<file path="config.mk">
export PLATFORM = sky130hd
export DESIGN_NAME = quad_encoder_counter_speed
export DESIGN_NICKNAME = d
export VERILOG_FILES = /design/src/sv/qec_pkg.sv /design/src/sv/quad_encoder_counter_speed.sv /design/src/sv/qec_front.sv /design/src/sv/qec_queue.sv /design/src/sv/qec_div.sv
export SDC_FILE = /design/constraint.sdc
export NUM_CORES = 2
export LEC_CHECK = 0
export BUFFER_PORTS_ARGS = -buffer_cell sky130_fd_sc_hd__buf_2
export CAP_MARGIN = 10
export CORE_ASPECT_RATIO = 2
export CORE_MARGIN = 2
export CORE_UTILIZATION = 45
export CTS_CLUSTER_SIZE = 12
export DETAILED_ROUTE_END_ITERATION = 8
export HOLD_SLACK_MARGIN = 0.15
export PLACE_DENSITY = 0.62
export SLEW_MARGIN = 20
export SYNTH_ARGS = -nofsm -noshare
export SYNTH_HDL_FRONTEND = slang
export SYNTH_SLANG_ARGS = --single-unit
export TNS_END_PERCENT = 30
</file>
<file path="constraint.sdc">
create_clock -name clk -period 12.3 [get_ports clk]
set_input_delay 1.23 -clock clk [delete_from_list [all_inputs] [get_ports clk]]
set_output_delay 1.23 -clock clk [all_outputs]
set_load 0.01 [all_outputs]
</file>
<file path="src/sv/qec_pkg.sv">
// ----------------------------------------------------------------------------
// qec_pkg: shared types and constants
// Request, result and job types for the quadrature encoder speed counter.
// ----------------------------------------------------------------------------
package qec_pkg;

  localparam int NUM_ENCODERS  = 4;
  localparam int NUM_WHEELS    = 4;
  localparam int FRACTION_BITS = 8;

  localparam int CNT_W   = 32;
  localparam int SCALE_W = 16;
  localparam int WHEEL_W = 2;
  localparam int SRC_W   = 2;
  localparam int PROD_W  = CNT_W + SCALE_W;
  localparam int NUM_W   = PROD_W + FRACTION_BITS;
  localparam int HI_W    = NUM_W - CNT_W;

  localparam int CFG_IDX_W  = 2;
  localparam int CFG_DATA_W = 16;
  localparam int MAP_W      = NUM_WHEELS * SRC_W;

  localparam logic [CFG_IDX_W-1:0] REG_SCALE  = 2'd0;
  localparam logic [CFG_IDX_W-1:0] REG_INVERT = 2'd1;
  localparam logic [CFG_IDX_W-1:0] REG_MAP    = 2'd2;

  localparam logic [SCALE_W-1:0]    SCALE_RESET  = 16'd100;
  localparam logic [NUM_WHEELS-1:0] INVERT_RESET = 4'd5;
  localparam logic [MAP_W-1:0]      MAP_RESET    = 8'd180;

  localparam logic OP_EDGE   = 1'b0;
  localparam logic OP_SAMPLE = 1'b1;

  localparam logic [CNT_W-1:0] SPEED_MAX = 32'h7FFF_FFFF;
  localparam logic [CNT_W-1:0] SPEED_MIN = 32'h8000_0000;

  localparam int QDEPTH = 4;
  localparam int QPTR_W = 2;

  typedef struct packed {
    logic              op;
    logic [1:0]        channel;
    logic              edge_line;
    logic              other_level;
    logic [CNT_W-1:0]  tick_time;
  } qec_req_t;

  typedef struct packed {
    logic [WHEEL_W-1:0]      wheel;
    logic signed [CNT_W-1:0] speed;
    logic                    zero_interval;
    logic                    last_wheel;
  } qec_res_t;

  typedef struct packed {
    logic [WHEEL_W-1:0] wheel;
    logic [CNT_W-1:0]   dcount;
    logic [CNT_W-1:0]   dtick;
    logic               zero;
    logic               last;
  } qec_job_t;

endpackage

</file>
<file path="src/sv/quad_encoder_counter_speed.sv">
// An edge request yields no result. A sample request yields four results;
// each wheel passes in turn through the single shared divider (multiply,
// range check, 32 restoring steps, output), the steps being skipped on a
// zero interval or saturation.
// Reset is synchronous: counters, previous counts and tick clear to zero and
// the registers take their default values.
// ----------------------------------------------------------------------------
// quad_encoder_counter_speed: 2x quadrature counter with speed sampling
// Four wrapping edge counters and a per-wheel Q23.8 speed computation.
// ----------------------------------------------------------------------------
module quad_encoder_counter_speed (
  input  logic                          clk,
  input  logic                          rst,
  input  logic                          push,
  input  qec_pkg::qec_req_t             req,
  output logic                          full,
  output logic                          empty,
  input  logic                          pop,
  output qec_pkg::qec_res_t             res,
  input  logic                          wr_en,
  input  logic [qec_pkg::CFG_IDX_W-1:0] wr_index,
  input  logic [qec_pkg::CFG_DATA_W-1:0] wr_data
);
  import qec_pkg::*;

  logic [SCALE_W-1:0]    scale_factor;
  logic [NUM_WHEELS-1:0] invert_mask;
  logic [MAP_W-1:0]      wheel_source_map;

  logic     q_full;
  logic     q_push;
  logic     q_empty;
  logic     q_pop;
  qec_job_t f_job;
  qec_job_t b_job;

  always_ff @(posedge clk) begin
    if (rst) begin
      scale_factor     <= SCALE_RESET;
      invert_mask      <= INVERT_RESET;
      wheel_source_map <= MAP_RESET;
    end else if (wr_en) begin
      unique case (wr_index)
        REG_SCALE:  scale_factor     <= wr_data[SCALE_W-1:0];
        REG_INVERT: invert_mask      <= wr_data[NUM_WHEELS-1:0];
        REG_MAP:    wheel_source_map <= wr_data[MAP_W-1:0];
        default:    scale_factor     <= scale_factor;
      endcase
    end
  end

  qec_front u_front (
    .clk              (clk),
    .rst              (rst),
    .push             (push),
    .req              (req),
    .busy             (full),
    .invert_mask      (invert_mask),
    .wheel_source_map (wheel_source_map),
    .q_full           (q_full),
    .q_push           (q_push),
    .q_job            (f_job)
  );

  qec_queue u_queue (
    .clk     (clk),
    .rst     (rst),
    .wr      (q_push),
    .wr_job  (f_job),
    .q_full  (q_full),
    .rd      (q_pop),
    .rd_job  (b_job),
    .q_empty (q_empty)
  );

  qec_div u_div (
    .clk          (clk),
    .rst          (rst),
    .scale_factor (scale_factor),
    .q_empty      (q_empty),
    .q_job        (b_job),
    .q_pop        (q_pop),
    .empty        (empty),
    .pop          (pop),
    .res          (res)
  );

endmodule

</file>
<file path="src/sv/qec_front.sv">
// ----------------------------------------------------------------------------
// qec_front: edge counting and sample classification
// Applies edge events to the encoder counters and turns a sample request
// into one speed job per wheel, one job per cycle unless the queue is full.
// ----------------------------------------------------------------------------
module qec_front (
  input  logic                           clk,
  input  logic                           rst,
  input  logic                           push,
  input  qec_pkg::qec_req_t              req,
  output logic                           busy,
  input  logic [qec_pkg::NUM_WHEELS-1:0] invert_mask,
  input  logic [qec_pkg::MAP_W-1:0]      wheel_source_map,
  input  logic                           q_full,
  output logic                           q_push,
  output qec_pkg::qec_job_t              q_job
);
  import qec_pkg::*;

  logic [CNT_W-1:0]   counts [NUM_ENCODERS];
  logic [CNT_W-1:0]   prev_w [NUM_WHEELS];
  logic [CNT_W-1:0]   prev_tick;
  logic [CNT_W-1:0]   dtick;
  logic [WHEEL_W-1:0] widx;
  logic [SRC_W-1:0]   src;
  logic [CNT_W-1:0]   raw;
  logic [CNT_W-1:0]   val;
  logic               accept;
  logic               up;

  assign accept = push && !busy;
  assign up     = ~(req.edge_line ^ req.other_level);

  always_comb begin
    src = wheel_source_map[SRC_W*widx +: SRC_W];
    raw = '0;
    if (int'(src) < NUM_ENCODERS) begin
      raw = counts[src];
    end
    val = invert_mask[widx] ? (~raw + CNT_W'(1)) : raw;
  end

  assign q_push       = busy && !q_full;
  assign q_job.wheel  = widx;
  assign q_job.dcount = val - prev_w[widx];
  assign q_job.dtick  = dtick;
  assign q_job.zero   = (dtick == '0);
  assign q_job.last   = (widx == WHEEL_W'(NUM_WHEELS - 1));

  always_ff @(posedge clk) begin
    if (rst) begin
      busy      <= 1'b0;
      widx      <= '0;
      prev_tick <= '0;
      dtick     <= '0;
      for (int i = 0; i < NUM_ENCODERS; i++) begin
        counts[i] <= '0;
      end
      for (int i = 0; i < NUM_WHEELS; i++) begin
        prev_w[i] <= '0;
      end
    end else begin
      if (accept) begin
        if (req.op == OP_EDGE) begin
          if (int'(req.channel) < NUM_ENCODERS) begin
            counts[req.channel] <= up ? counts[req.channel] + CNT_W'(1)
                                      : counts[req.channel] - CNT_W'(1);
          end
        end else begin
          dtick     <= req.tick_time - prev_tick;
          prev_tick <= req.tick_time;
          widx      <= '0;
          busy      <= 1'b1;
        end
      end
      if (q_push) begin
        prev_w[widx] <= val;
        widx         <= widx + WHEEL_W'(1);
        if (q_job.last) begin
          busy <= 1'b0;
        end
      end
    end
  end

endmodule

</file>
<file path="src/sv/qec_queue.sv">
// ----------------------------------------------------------------------------
// qec_queue: job queue
// Small register queue between the front and the divider.
// ----------------------------------------------------------------------------
module qec_queue (
  input  logic              clk,
  input  logic              rst,
  input  logic              wr,
  input  qec_pkg::qec_job_t wr_job,
  output logic              q_full,
  input  logic              rd,
  output qec_pkg::qec_job_t rd_job,
  output logic              q_empty
);
  import qec_pkg::*;

  qec_job_t          slots [QDEPTH];
  logic [QPTR_W-1:0] wptr;
  logic [QPTR_W-1:0] rptr;
  logic [QPTR_W:0]   fill;
  logic              do_wr;
  logic              do_rd;

  assign q_full  = (fill == (QPTR_W+1)'(QDEPTH));
  assign q_empty = (fill == '0);
  assign do_wr   = wr && !q_full;
  assign do_rd   = rd && !q_empty;
  assign rd_job  = slots[rptr];

  always_ff @(posedge clk) begin
    if (do_wr) begin
      slots[wptr] <= wr_job;
    end
  end

  always_ff @(posedge clk) begin
    if (rst) begin
      wptr <= '0;
      rptr <= '0;
      fill <= '0;
    end else begin
      if (do_wr) begin
        wptr <= wptr + QPTR_W'(1);
      end
      if (do_rd) begin
        rptr <= rptr + QPTR_W'(1);
      end
      unique case ({do_wr, do_rd})
        2'b10:   fill <= fill + (QPTR_W+1)'(1);
        2'b01:   fill <= fill - (QPTR_W+1)'(1);
        default: fill <= fill;
      endcase
    end
  end

endmodule

</file>
<file path="src/sv/qec_div.sv">
// ----------------------------------------------------------------------------
// qec_div: speed computation
// Scales the count delta, divides by the tick delta one quotient bit per
// cycle, saturates and holds the result in the output register.
// ----------------------------------------------------------------------------
module qec_div (
  input  logic                        clk,
  input  logic                        rst,
  input  logic [qec_pkg::SCALE_W-1:0] scale_factor,
  input  logic                        q_empty,
  input  qec_pkg::qec_job_t           q_job,
  output logic                        q_pop,
  output logic                        empty,
  input  logic                        pop,
  output qec_pkg::qec_res_t           res
);
  import qec_pkg::*;

  localparam logic [2:0] ST_IDLE = 3'd0;
  localparam logic [2:0] ST_MUL  = 3'd1;
  localparam logic [2:0] ST_CHK  = 3'd2;
  localparam logic [2:0] ST_DIV  = 3'd3;
  localparam logic [2:0] ST_OUT  = 3'd4;

  logic [2:0]         state;
  logic [WHEEL_W-1:0] wheel;
  logic               zero;
  logic               last;
  logic               neg;
  logic               sat;
  logic [CNT_W-1:0]   mag;
  logic [CNT_W-1:0]   dtick;
  logic [PROD_W-1:0]  prod;
  logic [CNT_W-1:0]   rem;
  logic [CNT_W-1:0]   lo;
  logic [4:0]         cnt;
  logic               out_valid;

  logic [NUM_W-1:0]   num;
  logic [CNT_W:0]     trial;
  logic [CNT_W:0]     diff;
  logic               ge;
  logic [CNT_W-1:0]   speed;
  logic               out_free;

  assign q_pop    = (state == ST_IDLE) && !q_empty;
  assign empty    = !out_valid;
  assign out_free = !out_valid || pop;

  always_comb begin
    num   = NUM_W'(prod) << FRACTION_BITS;
    trial = {rem, lo[CNT_W-1]};
    diff  = trial - {1'b0, dtick};
    ge    = (trial >= {1'b0, dtick});
    if (zero) begin
      speed = '0;
    end else if (sat) begin
      speed = neg ? SPEED_MIN : SPEED_MAX;
    end else if (neg) begin
      speed = lo[CNT_W-1] ? SPEED_MIN : (~lo + CNT_W'(1));
    end else begin
      speed = lo[CNT_W-1] ? SPEED_MAX : lo;
    end
  end

  always_ff @(posedge clk) begin
    if (q_pop) begin
      wheel <= q_job.wheel;
      zero  <= q_job.zero;
      last  <= q_job.last;
      neg   <= q_job.dcount[CNT_W-1];
      mag   <= q_job.dcount[CNT_W-1] ? (~q_job.dcount + CNT_W'(1)) : q_job.dcount;
      dtick <= q_job.dtick;
    end
    if (state == ST_MUL) begin
      prod <= PROD_W'(mag) * PROD_W'(scale_factor);
    end
    if (state == ST_CHK) begin
      sat <= ({1'b0, CNT_W'(num[NUM_W-1:CNT_W])} >= {1'b0, dtick});
      rem <= CNT_W'(num[NUM_W-1:CNT_W]);
      lo  <= num[CNT_W-1:0];
      cnt <= '0;
    end
    if (state == ST_DIV) begin
      rem <= ge ? diff[CNT_W-1:0] : trial[CNT_W-1:0];
      lo  <= {lo[CNT_W-2:0], ge};
      cnt <= cnt + 5'd1;
    end
    if (state == ST_OUT && out_free) begin
      res.wheel         <= wheel;
      res.speed         <= speed;
      res.zero_interval <= zero;
      res.last_wheel    <= last;
    end
  end

  always_ff @(posedge clk) begin
    if (rst) begin
      state     <= ST_IDLE;
      out_valid <= 1'b0;
    end else begin
      if (state == ST_OUT && out_free) begin
        out_valid <= 1'b1;
      end else if (pop) begin
        out_valid <= 1'b0;
      end
      unique case (state)
        ST_IDLE: begin
          if (!q_empty) begin
            state <= ST_MUL;
          end
        end
        ST_MUL: begin
          state <= ST_CHK;
        end
        ST_CHK: begin
          if (zero || ({1'b0, CNT_W'(num[NUM_W-1:CNT_W])} >= {1'b0, dtick})) begin
            state <= ST_OUT;
          end else begin
            state <= ST_DIV;
          end
        end
        ST_DIV: begin
          if (cnt == 5'd31) begin
            state <= ST_OUT;
          end
        end
        ST_OUT: begin
          if (out_free) begin
            state <= ST_IDLE;
          end
        end
        default: begin
          state <= ST_IDLE;
        end
      endcase
    end
  end

  // sat is only meaningful after ST_CHK; clear it for the zero-interval path
  // by gating it with zero in the speed select above.

endmodule

</file>
==> metrics.txt <==
Max transition margin 0.186; outcome finished, final reports clean; Final Worst Setup Slack 4.69 ns; per-cell routed wire length 21.5 um; skew final 0.0892 ns; Post-synth top flop edfxtp_1; Starting Density 0.453; Worst path max stage delay 0.88 ns; metal2 WL 84.3 mm; # DRC 0; Fillers 11,558; Setup crit end kind flip-flop; post-synthesis net count 6,013; Post-CTS Hold Buffers 0; critical-path cell list buf_4 -> nand2_1 -> fa_1 -> inv_1 -> fa_1 -> fa_1 -> fa_1 -> fa_1 -> inv_1 -> fa_1 -> inv_1 -> ha_1 -> nand3_1 -> o31ai_1 -> a31oi_1 -> o21ai_0 -> nand3_1 -> nand4_1 -> a31o_2 -> a41oi_1 -> xnor2_1; Post-synth ARST share 0; I/O Buffers 97; # IOs 98; synthesized area 0.0581 sq mm; Num Clock Sinks 861; Fin Hold WS 0.424 ns; Critical Path RT 12.74 ns; First-pass DRT Iterations 7; Final Hold Viols 0; Ys Warns 0; GRT overflow 0; Synth area leader edfxtp_1; metal3 WL 6.03 mm; Design Area, Final 0.0631 sq mm; Die X 258 um; DIE AREA 0.132 sq mm; CP Data Arrival Time 8.06 ns; count of cells resized by post-cts repair 0; total of max-cap violations 0; Worst-Skew Late Latency 0.72 ns; final setup violation count 0; final net count 6,033; Critical R2R Launch scale_factor[15]; Mapped Cells 5,251; Setup crit start scale_factor[15]; Slew Viols, Final 0; CTS Root Cell clkbuf_16; Global Route Usage Sum 0.230; Setup Fix Bufs, Post-CTS 0; vias per std cell 5.51; final WL 151 mm; Chip Height 512 um; routed vias 38,765; synth unique cells 81; first-pass GRT wire length 232 mm; top-area cell type share of the netlist area 0.388; initial antenna violation count 5; CTS buffer count 88; post-route ant nets 0; Synth-to-Final Area Change 8.69%; Longest Clk Path Bufs 3; via count of the first global-routing pass 41,375; CP max FO 19; pin count of the biggest net entering global routing 64; top cells by area, synth edfxtp_1 39%, fa_1 15%, ha_1 6.0%; min Tclk post-route 7.61 ns; core area 0.128 sq mm; Crit path depth 21; layout cells sized above 1 0.0886; reg2reg end u_div.prod[46]; top post-synthesis cells by count 751 x edfxtp_1, 675 x nand2_1, 613 x inv_1; CP most frequent cell fa_1; Placement Rows 186; Hold Startpoint u_div.wheel[0]; cell with the most instances after synthesis edfxtp_1; R2R depth 21; Setup crit end u_div.prod[46]; Crit-path slowest cell dfxtp_1; Setup TNS Final 0 ns; average size of a mapped cell 11.1 sq um; Yosys reg bits 861; Placement Cell Area 0.0604 sq mm; fin crit share 0.619; drt initial violations 1,986; Post-synth EDFFs 751; Hold/Removal Path Class reg2reg; slew of the pin with the lowest slew margin 1.21 ns; Top Metal Used met5; GPL Wtd Cong 0.929; CTS tree done; RSZ-0062 raised after global routing no; critical path's top delay family adder cells; Fmax 131 MHz; reg2reg setup slack 4.69 ns; DRT met1 WL 50.1 mm; worst path bufs/invs 4; Worst-path clk slew 0.07 ns; htree depth 3; hpwl dp 113 mm; Seq/Total Area, Yosys 0.426; kind of critical path reg2reg; pre-CTS setup slack 4.73 ns; Worst setup SP type flip-flop
==> placed cells by master, fill, tap and decap left out, types with 7 or more instances in the layout <==
cell | synthesis | routed
a21oi_1 | 250 | 250
and3_1 | 38 | 33
and2_1 | 224 | 223
a221oi_1 | 9 | 9
o21bai_1 | 24 | 24
fa_1 | 423 | 423
nor4_1 | 17 | 16
nand2_1 | 675 | 671
a31oi_1 | 22 | 22
or3_1 | 24 | 22
ha_1 | 279 | 279
o41ai_1 | 8 | 8
clkbuf_16 | 0 | 88
nor2b_1 | 28 | 28
nor3_1 | 43 | 43
o31ai_1 | 21 | 20
mux4_2 | 144 | 143
or4_1 | 9 | 9
or2_2 | 8 | 8
o21a_1 | 20 | 20
clkbuf_1 | 194 | 40
o21ai_0 | 150 | 147
a31o_2 | 7 | 7
a211oi_1 | 25 | 25
nand3_1 | 61 | 61
inv_1 | 613 | 613
buf_4 | 4 | 62
nand4_1 | 18 | 18
xnor2_1 | 142 | 142
nor2_1 | 465 | 463
nand2b_1 | 39 | 39
buf_2 | 10 | 96
xor2_1 | 82 | 81
mux2i_1 | 83 | 83
dfxtp_1 | 110 | 106
a21o_1 | 98 | 98
o31a_1 | 9 | 9
edfxtp_1 | 751 | 751
==> final cells by class <==
class / count / area, sq um / area share
Clock buffer: 130 / 2380 / 0.0377
Sequential cell: 861 / 24800 / 0.392
Multi-Input combinational cell: 3548 / 30300 / 0.479
Inverter: 614 / 2300 / 0.0365
Clock inverter: 26 / 359 / 0.00569
Tap cell: 1692 / 2120 / 0.0335
Timing Repair Buffer: 158 / 946 / 0.0150
Antenna cell: 2 / 5.00 / 0.0000793
==> cells by family (layout without fill, tap and decap cells) <==
logic type | after synthesis | count (layout) | share of synthesized area
xor+xnor | 226 | 226 | 0.0345
fa+ha+maj | 702 | 702 | 0.206
other cells | 0 | 2 | 0
flops | 861 | 861 | 0.426
simple gates | 1684 | 1684 | 0.132
compound gates | 706 | 706 | 0.0759
buf+inv | 842 | 928 | 0.0551
mux | 230 | 230 | 0.0707
==> stage by stage <==
step                       util  std cells
after floorplan               -       5251
after global placement    0.471       6873
after detailed placement  0.471       6873
after CTS                 0.492       7029
after global routing      0.492       7030
final                     0.492       7031
==> layer usage <==
layer  vias to the layer above  track usage
met5                         -            0
met4                         6        0.146
met3                       423       0.0308
met2                       951        0.448
met1                     19523        0.223
li1                      17862            -
==> sequential cells by signal (all words and copies together), names as in the netlist, 32 cells and up, named ones only <==
signal and count:
u_queue.slots 272, u_div.res 36, u_front.prev_w 128, u_front.counts 128, u_front.dtick 32, u_div.rem 32
u_div.mag 32, u_div.lo 32, u_div.dtick 32, u_div.prod 48, u_front.prev_tick 32
==> worst min path at each step <==
stage,to,depth (start not counted)
after global routing,u_div.res[34],0
after CTS,u_div.res[34],0
after floorplan,u_div.res[0],0
after global placement,u_div.res[34],0
after detailed placement,u_div.res[34],0
final,u_div.res[34],0
Power is left out: the tool's default activity adds up to more than one toggle a clock period on the data nets, which glitch-free logic cannot reach.
